--- src/rtl/vnl_div.sv ---
module vnl_div #(
   parameter int QW = 31,
   parameter int DW = 33,
   parameter int SW = 1
) (
   input  logic           clock,
   input  logic           reset,
   input  logic           en,
   input  logic           in_valid,
   input  logic [DW-1:0]  in_rem,
   input  logic [QW-1:0]  in_low,
   input  logic [DW-1:0]  in_den,
   input  logic [SW-1:0]  in_side,
   output logic           out_valid,
   output logic [QW-1:0]  out_quo,
   output logic [SW-1:0]  out_side
);

   logic           val_w  [QW+1];
   logic [DW-1:0]  rem_w  [QW+1];
   logic [QW-1:0]  low_w  [QW+1];
   logic [DW-1:0]  den_w  [QW+1];
   logic [QW-1:0]  quo_w  [QW+1];
   logic [SW-1:0]  side_w [QW+1];

   assign val_w[0]  = in_valid;
   assign rem_w[0]  = in_rem;
   assign low_w[0]  = in_low;
   assign den_w[0]  = in_den;
   assign quo_w[0]  = '0;
   assign side_w[0] = in_side;

   // one quotient bit per stage; partial remainder stays below the divisor
   for (genvar s = 0; s < QW; s++) begin : g_stage
      logic           val_ff;
      logic [DW:0]    r2, diff;
      logic           ge;
      logic [DW-1:0]  rem_ff, rem_in, den_ff;
      logic [QW-1:0]  low_ff, low_in, quo_ff, quo_in;
      logic [SW-1:0]  side_ff;

      always_comb begin
         r2     = {rem_w[s], low_w[s][QW-1]};
         diff   = r2 - {1'b0, den_w[s]};
         ge     = (r2 >= {1'b0, den_w[s]});
         rem_in = ge ? diff[DW-1:0] : r2[DW-1:0];
         quo_in = {quo_w[s][QW-2:0], ge};
         low_in = {low_w[s][QW-2:0], 1'b0};
      end

      always_ff @(posedge clock) begin
         if (reset) begin
            val_ff <= 1'b0;
         end else if (en) begin
            val_ff <= val_w[s];
         end
      end

      always_ff @(posedge clock) begin
         if (en) begin
            rem_ff  <= rem_in;
            low_ff  <= low_in;
            den_ff  <= den_w[s];
            quo_ff  <= quo_in;
            side_ff <= side_w[s];
         end
      end

      assign val_w[s+1]  = val_ff;
      assign rem_w[s+1]  = rem_ff;
      assign low_w[s+1]  = low_ff;
      assign den_w[s+1]  = den_ff;
      assign quo_w[s+1]  = quo_ff;
      assign side_w[s+1] = side_ff;
   end

   assign out_valid = val_w[QW];
   assign out_quo   = quo_w[QW];
   assign out_side  = side_w[QW];

endmodule

--- config.mk ---
export PLATFORM = sky130hd
export DESIGN_NAME = vnl_div
export DESIGN_NICKNAME = d
export VERILOG_FILES = /design/src/rtl/vnl_div.sv
export SDC_FILE = /design/constraint.sdc
export NUM_CORES = 2
export LEC_CHECK = 0
export BUFFER_PORTS_ARGS = -buffer_cell sky130_fd_sc_hd__buf_2
export CELL_PAD_IN_SITES_DETAIL_PLACEMENT = 1
export CELL_PAD_IN_SITES_GLOBAL_PLACEMENT = 2
export CORE_MARGIN = 2
export CORE_UTILIZATION = 45
export CTS_BUF_LIST = sky130_fd_sc_hd__clkbuf_4 sky130_fd_sc_hd__clkbuf_8
export CTS_CLUSTER_DIAMETER = 80
export DETAILED_ROUTE_END_ITERATION = 16
export PLACE_DENSITY_LB_ADDON = 0.05
export RECOVER_POWER = 50
export SYNTH_ARGS = -nofsm -noshare
export SYNTH_HDL_FRONTEND = slang
export SYNTH_SLANG_ARGS = --single-unit
export TNS_END_PERCENT = 1
--- constraint.sdc ---
create_clock -name clock -period 11.57 [get_ports clock]
set_clock_uncertainty 0.15 [all_clocks]
set_input_delay 0 -clock clock [delete_from_list [all_inputs] [get_ports clock]]
set_output_delay 0 -clock clock [all_outputs]
set_load 0.01 [all_outputs]
== Word level (Yosys, flattened, before mapping) ==
Cells that the tools add are included.
W data, S select, Z words.
Storage, ports and cells
  flip-flop bits (word level): 3003
  output and inout port bits: 33
  word-level logic and storage cells: 274
Operators by class
  add/sub/neg operators: 30
  $lt $le $gt $ge: 31
  mux-type cells: 30
Operators with widths (number)
  $ge A34 B33 Y1: 31
  $mux W33: 30
  $sub A33 B33 Y33: 30

== Depth between registers and ports, before layout ==
  word-level depth: 2
  mapped depth: 18

== Least setup slack after synthesis ==
Ideal clock, no wire load.
  path kind: register to register
  start: register g_stage[15].low_ff[30]
  end: register g_stage[16].rem_ff[10] (data pin)
  setup time: 260 ps
  arrival: 3564 ps
  path slack: 7595 ps
  stages on the path, launching flop included: 18
  path buffers: 2
  clock period less this slack: 3975 ps
  path through: edfxtp_1 inv_1 ha_1 inv_1 fa_1 a21o_1 a221o_1 a221oi_2 a21oi_1 and3_1 o211ai_2 nand2_1 a31oi_1 o21ai_1 a211o_1 buf_2 buf_6 mux2_4
Between the ends
  longest elaborated chain between the ends: 2
  elaborated cells on any way between the ends: 3
RTL lines
  start: declaration: RTL line 39  | logic [QW-1:0] low_ff, low_in, quo_ff, quo_in;
  start signal: assignment: RTL line 62  | low_ff <= low_in;
  $sub A33 B33 Y33 or $ge A34 B33 Y1 (tied branches): RTL line 44, 45
  $mux W33 (*): RTL line 46  | rem_in = ge ? diff[DW-1:0] : r2[DW-1:0];
  via g_stage[16].rem_in[10]: RTL line 38  | logic [DW-1:0] rem_ff, rem_in, den_ff;
  end signal: assignment: RTL line 61  | rem_ff <= rem_in;
  end: declaration: RTL line 38
The timed path passes the listed nets; every way through them passes the cells marked *.
A chain may end at the register's enable or synchronous reset.

== Final worst setup path ==
  start: input en
  end: register g_stage[28].den_ff[16] (enable)
RTL lines
  start: declaration: RTL line 8  | input logic en,
  end signal: assignment: RTL line 63  | den_ff <= den_w[s];
  end: declaration: RTL line 38
No word-level cell between the ends.

==> flow_summary.toml <==
[logic_synthesis]
synth_area_mm2 = 0.1543
yosys.area.top_type = "edfxtp_1"
syn_inst = 12780
syn_nets = 13930
ys_types = 96
synth_flop_cell = "edfxtp_1"
synth.avg_cell_area_um2 = 12.08
synth_edf_count = 2972
ys_top_cells_by_area = "edfxtp_1 (58%), ha_1 (8.3%), a21oi_1 (3.9%)"
synth_seq_cells = 3003
yosysTopAreaCellShare_pct = 57.84
yosysWarnings = 0
synthArstFlopShare_pct = 0
yosysSeqAreaShare_pct = 58.25

[cells_and_area]
final_layout_size_suffix_gt1_share_pct = 10.30
final_cell_mix = "edfxtp_1 (2972), inv_1 (1254), a21oi_1 (1203)"
syn2layout_area_growth_pct = 12.78
final_common_cell = "edfxtp_1"
final_cell_count_no_fill = 18510
final_util_pct = 50.85
final_nets = 14690
fin_area_mm2 = 0.1740

[setup_path]
crit_fanout = 78
timing.rr.start = "g_stage[20].low_ff[30]"
cp.arrival_ps = 7770
worstSetupEndpointType = "flop"
setup.worst_path.class = "in -> reg"
critPathLaunchType = "input pin"
endpoint = "g_stage[28].den_ff[16]"
r2r_end = "g_stage[21].rem_ff[29]"
rrSetupSlack_ps = 6380
critPathLaunch = "en"
worstPathRequired_ps = 12190
reg2reg_depth = 17

[status]
run_status = "finished with violations"
failed_checks = "capacitance limit, slew limit"

[global_route]
grt_pass1_wl_um = 621900
grt.total_usage_pct = 22.69
antenna_found_initial = 6
grt_max_degree = 195
overflow = 0
grt_pass1_vias = 107000

[sta]
min_period_ps = 7152
tns_ps = 0
slew_headroom_pct = -348.5
fmax_mhz = 139.8
drv_slew = 468
finalCritPeriodShare_pct = 61.82
report.final.hold_viol_count = 0
rsz0062_at_grt = "no"
finalSetupViolCount = 0
tightest_slew_ps = 6728

[detailed_routing]
drc_errors = 0
wl_um = 398600
first_iter_violations = 5323
ant_nets = 0
routed_wire_length_per_instance_um = 21.54
via_per_inst = 5.436
num_vias = 100600
first_pass_iters = 5

[clock_network]
clkLatencyLatePin_ps = 1190
post_cts_resized = 0
clkTransAtPathRegs_ps = 60
post-cts-setup-buffers = 0
cts_tree = "yes"
cts_made_buffers = 535
cts_buffer_depth = 4
cts_sinks = 3003
holdBufCountCts = 324
htree_num_levels = 6
cts_root_buf = "clkbuf_8"

[floorplanning]
die_height_um = 589.5
die-area_mm2 = 0.3476
die_w_um = 589.5
core_area_mm2 = 0.3422
ios = 135
rows = 215
start_util_pct = 45.09

[place]
port_buffers = 134
dp_hpwl_um = 291200
dpl-instance-area_mm2 = 0.1601
dp.cells = 17230
gp_congestion = 0.8522

[pwr]
leakagePower_nw = 70.38
cellPowerDensity_mw_per_mm2 = 278.9
peakVddDrop_mv = 0.1333

[worst_hold_path]
hold_path.class = "reg -> reg"

[flow_run]
maxCapViolations = 9
==> worst min path at each step <==
| stage | from | cells past startpoint | slack (ps) | end |
|---|---|---|---|---|
| 2_1_floorplan | reset | 1 | -80 | out_valid |
| 3_3_place_gp | in_low[0] | 1 | 30 | g_stage[0].low_ff[1] |
| 3_5_place_dp | in_low[1] | 1 | 30 | g_stage[0].low_ff[2] |
| 4_1_cts | in_rem[32] | 5 | 20 | g_stage[0].quo_ff[0] |
| 5_1_grt | in_rem[32] | 5 | 170 | g_stage[0].quo_ff[0] |
| 6_report | g_stage[18].low_ff[27] | 0 | 230 | g_stage[19].low_ff[28] |
==> worst max-delay path, stage by stage <==
cell           delay (ps)
dlygate4sd3_1         520
dlygate4sd3_1         530
clkbuf_1             1210
clkbuf_1             1200
clkbuf_1             3050
buf_4                1120
==> layer usage <==
metal | GRT usage [%] | wire length, µm
met4 | 7.270 | 12290
met1 | 27.01 | 163700
met3 | 2.506 | 10970
met5 | 0 | 0
met2 | 42.50 | 211600
==> per-stage QoR <==
step           total power [mW]  hold WS (ps)  setup slack (ps)
2_1_floorplan             32.53        -77.62              7595
3_3_place_gp              38.03         27.30              6273
3_5_place_dp              38.55         28.33              6314
4_1_cts                   49.05         18.26              5692
5_1_grt                   52.03         173.8              3811
6_report                  48.53         234.0              4418
==> synthesized netlist by cell type, drive strengths merged, types with 100 or more instances <==
| cell | count |
|---|---|
| xor2 | 348 |
| a21o | 586 |
| nand2 | 705 |
| nand4 | 147 |
| o21ai | 666 |
| edfxtp | 2972 |
| a21oi | 1209 |
| o21a | 108 |
| nand2b | 125 |
| nor3 | 100 |
| xnor2 | 516 |
| inv | 1256 |
| nor2 | 853 |
| o21bai | 150 |
| mux2 | 374 |
| ha | 1023 |
| nand3 | 202 |
| nor2b | 122 |
| clkbuf | 217 |
==> cell families after synthesis <==
kind of cell,count (synthesis),share of synthesized area (%)
compound gates,3322,13.43
xor+xnor,864,4.905
fa+ha+maj,1053,8.685
buf+inv,1555,3.870
flops,3003,58.25
mux,419,3.131
simple gates,2561,7.731
==> final cells by class <==
| cell class | instances | area (µm²) |
|---|---|---|
| sequential | 3003 | 89870 |
| timing repair buffer | 515 | 4382 |
| fill | 35670 | 168200 |
| multi-input combinational | 8219 | 58580 |
| clock inverter | 252 | 2090 |
| antenna | 3 | 7.507 |
| inverter | 1256 | 4717 |
| tap | 4557 | 5702 |
| clock buffer | 701 | 8653 |
==> power by group <==
part,switching (mW),internal [mW],total [mW]
Combinational,11.8,9.02,20.8
Clock,4.66,5.40,10.1
Sequential,1.92,15.7,17.6
==> registers in the layout, summed over array words and instances, names as in the netlist <==
register / cells
g_stage.side_ff: 30
g_stage.quo_ff: 465
g_stage.rem_ff: 990
g_stage.low_ff: 465
out_quo: 31
g_stage.val_ff: 30
out_valid: 1
out_side: 1
g_stage.den_ff: 990
Note: power is estimated with default switching activity, not from simulation.
