==> src/rtl/vnl_isqrt.sv <==
module vnl_isqrt #(
   parameter int IN_W = 33,
   parameter int SW   = 1
) (
   input  logic                         clock,
   input  logic                         reset,
   input  logic                         en,
   input  logic                         in_valid,
   input  logic [IN_W-1:0]              in_rad,
   input  logic [SW-1:0]                in_side,
   output logic                         out_valid,
   output logic [(IN_W+1)/2-1:0]        out_root,
   output logic [SW-1:0]                out_side
);

   localparam int RT_W  = (IN_W + 1) / 2;
   localparam int PAD_W = 2 * RT_W;
   localparam int RM_W  = RT_W + 3;

   logic              val_w  [RT_W+1];
   logic [RM_W-1:0]   rem_w  [RT_W+1];
   logic [RT_W-1:0]   root_w [RT_W+1];
   logic [PAD_W-1:0]  rad_w  [RT_W+1];
   logic [SW-1:0]     side_w [RT_W+1];

   assign val_w[0]  = in_valid;
   assign rem_w[0]  = '0;
   assign root_w[0] = '0;
   assign rad_w[0]  = PAD_W'(in_rad);
   assign side_w[0] = in_side;

   // one result bit per stage, restoring
   for (genvar s = 0; s < RT_W; s++) begin : g_stage
      logic             val_ff;
      logic [RM_W-1:0]  rem_ff, rem_in, rem2, trial;
      logic [RT_W-1:0]  root_ff, root_in;
      logic [PAD_W-1:0] rad_ff, rad_in;
      logic [SW-1:0]    side_ff;
      logic             ge;

      always_comb begin
         rem2    = {rem_w[s][RM_W-3:0], rad_w[s][PAD_W-1 -: 2]};
         trial   = {1'b0, root_w[s], 2'b01};
         ge      = (rem2 >= trial);
         rem_in  = ge ? (rem2 - trial) : rem2;
         root_in = {root_w[s][RT_W-2:0], ge};
         rad_in  = {rad_w[s][PAD_W-3:0], 2'b00};
      end

      always_ff @(posedge clock) begin
         if (reset) begin
            val_ff <= 1'b0;
         end else if (en) begin
            val_ff <= val_w[s];
         end
      end

      always_ff @(posedge clock) begin
         if (en) begin
            rem_ff  <= rem_in;
            root_ff <= root_in;
            rad_ff  <= rad_in;
            side_ff <= side_w[s];
         end
      end

      assign val_w[s+1]  = val_ff;
      assign rem_w[s+1]  = rem_ff;
      assign root_w[s+1] = root_ff;
      assign rad_w[s+1]  = rad_ff;
      assign side_w[s+1] = side_ff;
   end

   assign out_valid = val_w[RT_W];
   assign out_root  = root_w[RT_W];
   assign out_side  = side_w[RT_W];

endmodule

==> config.mk <==
export PLATFORM = sky130hd
export DESIGN_NAME = vnl_isqrt
export DESIGN_NICKNAME = d
export VERILOG_FILES = /design/src/rtl/vnl_isqrt.sv
export SDC_FILE = /design/constraint.sdc
export NUM_CORES = 1
export LEC_CHECK = 0
export BUFFER_PORTS_ARGS = -buffer_cell sky130_fd_sc_hd__buf_2
export CAP_MARGIN = 10
export CORE_UTILIZATION = 35
export CTS_BUF_LIST = sky130_fd_sc_hd__clkbuf_4
export DETAILED_ROUTE_END_ITERATION = 10
export PLACE_DENSITY = 0.51
export SLEW_MARGIN = 20
export SYNTH_ARGS = -nofsm -noshare
export SYNTH_HDL_FRONTEND = slang
export SYNTH_SLANG_ARGS = --single-unit
export TNS_END_PERCENT = 10
==> constraint.sdc <==
create_clock -name clock -period 6.85 [get_ports clock]
set_input_delay 0.685 -clock clock [delete_from_list [all_inputs] [get_ports clock]]
set_output_delay 0.685 -clock clock [all_outputs]
set_load 0.005 [all_outputs]
# After elaboration in Yosys (flattened, before gate mapping)
# Cells that the tools add are included.
# word_totals
regBits,731
latchBits,0
ramBits,0
rom_bits,0
input_bits,38
output_inout_bits,19
word_cells,133
memories,0
# classes
add_sub_neg,16
mul,0
n_div,0
magnitude_cmp,17
eq_ne,0
n_shift,0
mux,16
n_bitwise,0
reduce_logical,0
# op_table
operator,count
18-bit two-way mux,15
20-bit by 10-bit greater-or-equal comparator with 1-bit output,1
20-bit by 11-bit greater-or-equal comparator with 1-bit output,1
20-bit by 12-bit greater-or-equal comparator with 1-bit output,1
20-bit by 13-bit greater-or-equal comparator with 1-bit output,1
20-bit by 14-bit greater-or-equal comparator with 1-bit output,1
20-bit by 15-bit greater-or-equal comparator with 1-bit output,1
20-bit by 16-bit greater-or-equal comparator with 1-bit output,1
20-bit by 17-bit greater-or-equal comparator with 1-bit output,1
20-bit by 18-bit greater-or-equal comparator with 1-bit output,1
20-bit by 3-bit greater-or-equal comparator with 1-bit output,1
20-bit by 4-bit greater-or-equal comparator with 1-bit output,1
20-bit by 5-bit greater-or-equal comparator with 1-bit output,1
20-bit by 6-bit greater-or-equal comparator with 1-bit output,1
20-bit by 7-bit greater-or-equal comparator with 1-bit output,1
20-bit by 8-bit greater-or-equal comparator with 1-bit output,1
20-bit by 9-bit greater-or-equal comparator with 1-bit output,1
18-bit by 10-bit subtractor with 18-bit output,1
18-bit by 11-bit subtractor with 18-bit output,1
18-bit by 12-bit subtractor with 18-bit output,1
18-bit by 13-bit subtractor with 18-bit output,1
18-bit by 14-bit subtractor with 18-bit output,1
18-bit by 15-bit subtractor with 18-bit output,1
18-bit by 16-bit subtractor with 18-bit output,1
11 further kinds,11

# Logic depth before layout (Yosys ltp)
# Gate-level depths: netlist of the first run.
# logic_depth
word_depth,2
depth_mapped,12
depth_no_buf,11

# Least setup slack after synthesis of the first run
# OpenSTA, ideal clock, no wires.
# synth_timing
kind,register -> register
startpoint,register g_stage[9].rem_ff[3]
endpoint,"register g_stage[10].rem_ff[17], data pin"
setup_ns,0.258
t_arrival_ns,2.417
required_ns,6.592
setup_slack_ns,4.176
path_stages_with_launch,9
n_path_buf,0
synth_period_minus_slack_ns,2.674
cell_sequence,edfxtp_1 > ha_1 > a21o_1 > a21oi_1 > a21boi_2 > o21ai_1 > a221o_1 > or4b_1 > xnor2_1
# synth_between
elab_chain_cells,2
# synth_rtl
element,line,text
from (decl),35,"logic [RM_W-1:0] rem_ff, rem_in, rem2, trial;"
from (signal assigned),60,rem_ff <= rem_in;
18-bit by 12-bit subtractor with 18-bit output / 20-bit by 12-bit greater-or-equal comparator with 1-bit output (equally long branches),"45, 44",
18-bit two-way mux *,45,rem_in = ge ? (rem2 - trial) : rem2;
named net g_stage[10].rem_in[17],35,
to (signal assigned),60,
to (decl),35,
# The timed path passes the listed nets; every way through them passes the cells marked *.
# A chain may end at the register's enable or synchronous reset.

# Worst setup path after layout of the first run
# layout_timing
startpoint,register g_stage[12].root_ff[12]
endpoint,"register g_stage[13].rem_ff[15], data pin"
# layout_between
elab_chain_cells,2
# layout_rtl
element,line,text
from (decl),36,"logic [RT_W-1:0] root_ff, root_in;"
from (signal assigned),61,root_ff <= root_in;
18-bit by 15-bit subtractor with 18-bit output / 20-bit by 15-bit greater-or-equal comparator with 1-bit output (equally long branches),"45, 44",
18-bit two-way mux *,45,
named net g_stage[13].rem_in[15],35,
to (signal assigned),60,
to (decl),35,
# Marks and branches as above.

==> results of run 1 <==
-- where the power goes --
group          leakage [nW]  total (mW)  internal (mW)  switching, mW
Sequential             6.90        5.71           5.44          0.267
Clock                  1.47        3.78           2.07           1.71
Combinational          6.15        1.64          0.732          0.904
-- flip-flops by register name, summed over array words and instances (netlist names) --
register,count
g_stage.rad_ff,272
g_stage.rem_ff,264
g_stage.root_ff,136
g_stage.side_ff,16
g_stage.val_ff,16
out_root,17
out_side,1
out_valid,1
-- final cells by class --
type | count | area, µm²
Fill cell | 8738 | 54600
Sequential cell | 723 | 21500
Timing Repair Buffer | 104 | 772
Multi-Input combinational cell | 1448 | 10200
Antenna cell | 2 | 5.00
Inverter | 208 | 781
Clock inverter | 42 | 305
Tap cell | 1243 | 1560
Clock buffer | 290 | 2180
-- path summary, 6_finish.rpt --
| kind | start | to | slack [ps] | cells after the start |
|---|---|---|---|---|
| setup / recovery | g_stage[12].root_ff[12] | g_stage[13].rem_ff[15] | 3410 | 9 |
| hold / removal | en | g_stage[0].rad_ff[2] | 180 | 1 |
| setup reg to reg | g_stage[12].root_ff[12] | g_stage[13].rem_ff[15] | 3410 | 9 |
| hold reg to reg | g_stage[5].rad_ff[16] | g_stage[6].rad_ff[18] | 380 | 0 |
-- cells in the mapped netlist (34+ instances only) --
cell      count  share of area (%)
edfxtp_1    706                 65
inv_1       206                2.4
nor2_1      172                2.0
ha_1        170                6.5
a21oi_1     142                2.2
nand2_1     120                1.4
o21ai_0     114                1.7
xnor2_1     111                3.0
xor2_1       80                2.1
a21o_1       41               0.94
nand2b_1     36               0.69
nor3_1       36               0.55
nand3_1      34               0.52
-- critical path, delay by kind of cell, from the launching register on --
kind | cells | cell delay, ps
fa+ha+maj | 1 | 440
simple gates | 4 | 1380
flops | 1 | 390
compound gates | 2 | 660
buf+inv | 2 | 310
-- per-layer routing --
metal  up-vias  wire (µm)  track usage (%)
li1       9655          -                -
met1      9110      27200             16.3
met2       425      28200             20.8
met3       114       2930             3.43
met4         0       1170             5.47
met5         -          0                0
-- cell families (layout without fill, tap and decap cells) --
group | after synthesis | after routing
DFF | 723 | 723
and+or+nand+nor | 565 | 565
AOI/OAI and AO/OA | 466 | 466
buffers and inverters | 240 | 644
xor gates and xnor gates | 191 | 191
adders and majority gates | 170 | 170
muxes | 55 | 55
other | 1 | 3
-- metrics by stage --
stage	std cells	hold slack (ps)	setup slack (ps)	instance area, µm²	util, %
final	4060	177	3410	37300	40.6
after global routing	4060	64.4	3080	37300	40.6
after CTS	4058	55.5	3430	37300	40.6
after detailed placement	3689	405	3470	34400	37.5
after global placement	3689	400	3540	34400	37.5
after floorplan	2411	400	4180	32600	-
==> flow_summary.ini, run 1 <==
[route]
final_antenna_net_count = 0
wirelength_mm = 59.6
drt-vias-per-instance = 4.75
initialDrtViolationCount = 1189
wl_per_cell_um = 14.7
drt_drc_violations_left = 0
num_vias = 19300
first_pass_iters = 5

[min_path]
hold_class = input port to register

[synthesis]
synthArstFlopShare_pct = 0
synth_cells = 2411
synth_area_um2 = 32600
synthDistinctLibCells = 80
synth.area.mux_share_pct = 1.81
ys_seq_elements = 723
ys.flop_type = edfxtp_1
ys.warnings.count = 0
syn-num-nets = 2619
synth_top_family_by_area = compound AO/OA/AOI/OAI gates
synth_area_per_cell_um2 = 13.5
synthSimpleGateAreaFrac_pct = 8.73
yosysSeqAreaShare_pct = 66.0
synth_edf_count = 706
synth_fa_ha_area_share_pct = 6.52
synth_xor_area_share_pct = 5.13
synth_compound_area_share_pct = 8.94

[die]
coreArea_um2 = 91900
die_x_um = 307
initial_core_util_pct = 35.5
die-height_um = 307
fp-row-count = 111
ios = 57
die_area_um2 = 94400

[timing]
fin_worst_skew_ps = 58.4
maxSlewViolCount = 0
setup_viol = 0
fin_crit_ps = 3440
fmax_mhz = 291
rsz0062_at_grt = no
slew-limit-headroom_pct = 32.0
tns_ps = 0
worst_slew_pin_slew_ps = 1020
finalCritPeriodShare_pct = 50.2
final_hold_viol_count = 0

[clocking]
cts.repair.resized = 0
cts_root_buf = clkbuf_4
clock_path_buffers = 3
clk_pin_slew_ps = 60
cts_buffers = 192
post_cts_buffers = 0
clock_latency_ps = 1000
cts.hold.buffers_added = 37
cts.sinks = 723
cts-htree-levels = 4
cts_tree = yes

[layout]
final_nets = 2885
drive_gt1_share_pct = 15.3
layout_common_cells = edfxtp_1 (706), clkbuf_4 (290), inv_1 (206)
area_growth_syn_to_layout_pct = 14.4
mostFrequentLayoutCell = edfxtp_1

[setup_path]
max_stage_delay_ps = 480
cp_common_cell = nor3_1
start_kind = register
end_kind = register
cp_cell_sequence = inv_1 -> ha_1 -> and4b_1 -> nand4_1 -> nor3_1 -> nor3_1 -> a21boi_2 -> buf_4 -> a2111oi_0
critical_path.slowest_cell = and4b_1
worst-endpoint-arrival_ps = 4200
crit_type = register to register
required_ps = 7610
crit_fanout = 31

[pwr]
p_leak_nw = 14.5
power_density_nw_per_um2 = 298
p_total_mw = 11.1
ir_drop_v = 0.000154

[placement]
io_buffers = 56
detailed_place_hpwl_mm = 40.5
gp_congestion = 0.832

[global_route]
grt_first_pass_wirelength_mm = 99.1
antenna_found_initial = 3
grt_start_max_net_pins = 146
first_global_vias = 19900
grt_use_total_pct = 12.9
grt_overflow = 0

[flow_run]
cap_violations = 0

[outcome]
status = finished, final reports clean
Power figures use the tool's default switching activity.
==> run 2: changes to the inputs <==
clock period = 3.34 ns   (was 6.85 ns; I/O delays follow)
==> run 2 against run 1 <==
Net effect:
- setup slack lost 3100 ps
- count of clock-buffer cells in the layout unchanged
- routed wire length is 1.3% higher
- non-clock buffer count is 66 higher
- combinational power is 110% higher
- worst hold slack improved by 69 ps
- critical path depth fell by 1
- global-route usage up 0.17 points
- clock skew is 23 ps higher
- sequential power grew 100%
- sequential share of layout area down 0.99 points
- sequential cell count stayed put
- critical endpoint is now g_stage[8].rem_ff[5]
- largest cell class unchanged
==> flow_summary.ini, run 2 (same netlist as run 1, synthesis figures left out) <==
[setup_path]
reg2reg_slack_ps = 300
startpoint = g_stage[7].rem_ff[0]
crit_family = compound AO/OA/AOI/OAI gates
worst-endpoint-arrival_ps = 3730
crit_cells = 8
start_kind = register
crit_fanout = 13
end_kind = register
required_ps = 4040
max_stage_delay_ps = 420
critical_path.slowest_cell = a221o_1
crit_path_end = g_stage[8].rem_ff[5]
worst_r2r_path_depth = 8
cp_cell_sequence = ha_1 -> nor2b_1 -> o31ai_1 -> a21oi_1 -> a221o_1 -> nor4_4 -> buf_4 -> o21ai_0
cp_num_buf_inv = 1
r2r-end = g_stage[8].rem_ff[5]
crit_type = register to register
reg2reg_from = g_stage[7].rem_ff[0]

[route]
first_pass_iters = 5
wl_per_cell_um = 14.6
drt_drc_violations_left = 0
wirelength_mm = 60.4
drt-vias-per-instance = 4.76
final_antenna_net_count = 0
initialDrtViolationCount = 996
num_vias = 19600

[timing]
fmax_mhz = 329
finalCritPeriodShare_pct = 90.9
setup_ws_ps = 304
maxSlewViolCount = 0
whs_ps = 246
final_hold_viol_count = 0
setup_viol = 0
worst_slew_pin_slew_ps = 765
tns_ps = 0
slew-limit-headroom_pct = 47.7
fin_crit_ps = 3040
rsz0062_at_grt = no
fin_worst_skew_ps = 81.2

[clocking]
cts_buffers = 195
cts_root_buf = clkbuf_4
clk_pin_slew_ps = 60
cts.sinks = 723
cts-htree-levels = 4
cts_tree = yes
clock_latency_ps = 1030
clock_path_buffers = 3
post_cts_buffers = 0

[min_path]
hold_class = input port to register

[layout]
largest-register = g_stage.rad_ff
top_regs = g_stage.rad_ff: 272 flops, g_stage.rem_ff: 264 flops, g_stage.root_ff: 136 flops
layout_common_cells = edfxtp_1 (706), clkbuf_4 (290), inv_1 (206)
drive_gt1_share_pct = 16.1
mostFrequentLayoutCell = edfxtp_1
utilization_pct = 41.3
final_nets = 2954
area_growth_syn_to_layout_pct = 16.4
stdcell_count = 4126
largest_reg_flops = 272
fillers = 8736

[die]
die_area_um2 = 94400
die-height_um = 307
ios = 57
initial_core_util_pct = 35.5
coreArea_um2 = 91900
die_x_um = 307
fp-row-count = 111

[pwr]
power_density_nw_per_um2 = 599
ir_drop_v = 0.000289
p_leak_nw = 14.8

[placement]
detailed_place_hpwl_mm = 41.9
dp_cells = 3717
pre_cts_slack_ps = 188
gp_congestion = 0.849
io_buffers = 56

[global_route]
grt_use_total_pct = 13.1
grt_overflow = 0
first_global_vias = 20000
antenna_found_initial = 2
grt_first_pass_wirelength_mm = 99.5
grt_start_max_net_pins = 96

[flow_run]
cap_violations = 0

[outcome]
status = finished, final reports clean
-- run 2: worst min-delay path by stage --
stage / to / depth (start not counted) / slack, ps / start
finish: g_stage[3].val_ff / 3 / 250 / reset
global route: g_stage[10].val_ff / 3 / 130 / reset
CTS: g_stage[3].val_ff / 3 / 40 / reset
detailed placement: g_stage[14].rad_ff[30] / 0 / 400 / g_stage[13].rad_ff[28]
global placement: g_stage[5].rad_ff[18] / 0 / 400 / g_stage[4].rad_ff[16]
floorplan: g_stage[10].rad_ff[22] / 0 / 400 / g_stage[9].rad_ff[20]
-- run 2: worst min-delay path, stage by stage --
cell and delay (ps):
dlygate4sd3_1 530, buf_2 220, nor2_1 120
-- run 2: cell type report --
| type | instances | area, µm² | share of cell area (%) |
|---|---|---|---|
| timing repair buffer | 170 | 1470 | 3.88 |
| inverter | 208 | 781 | 2.06 |
| tap | 1243 | 1560 | 4.10 |
| antenna | 2 | 5.00 | 0.0132 |
| multi-input combinational | 1448 | 10200 | 26.8 |
| sequential | 723 | 21500 | 56.7 |
| clock buffer | 290 | 2180 | 5.74 |
| clock inverter | 42 | 255 | 0.672 |
-- run 2: power by group --
group / switching [mW] / leakage, nW / internal (mW)
Combinational: 1.87 / 6.48 / 1.57
Clock: 3.55 / 1.46 / 4.04
Sequential: 0.550 / 6.90 / 11.2
Total: 5.96 / 14.8 / 16.8
-- run 2: timing repair --
item / CTS / global route
setup endpoints to repair: 0 / 13
endpoints found under the hold margin: 417 / 0
hold buffers: 75 / 0
resized for setup: 0 / 1
-- run 2: per-layer routing --
layer  up-vias  part of all wire, %  routed length (µm)  GRT usage (%)
met5         -                    0                   0              0
li1       9785                    -                   -              -
met3       126                  5.0                3020           3.63
met2       394                   47               28200           20.9
met1      9334                   46               27600           16.4
met4         0                  2.6                1580           6.00
-- run 2: per-stage QoR --
| step | power (mW) | area, µm² |
|---|---|---|
| after floorplan | 14.2 | 32600 |
| after global placement | 15.2 | 34800 |
| after detailed placement | 15.3 | 34800 |
| after CTS | 23.2 | 38000 |
| after global routing | 24.1 | 38000 |
| final | 22.7 | 38000 |
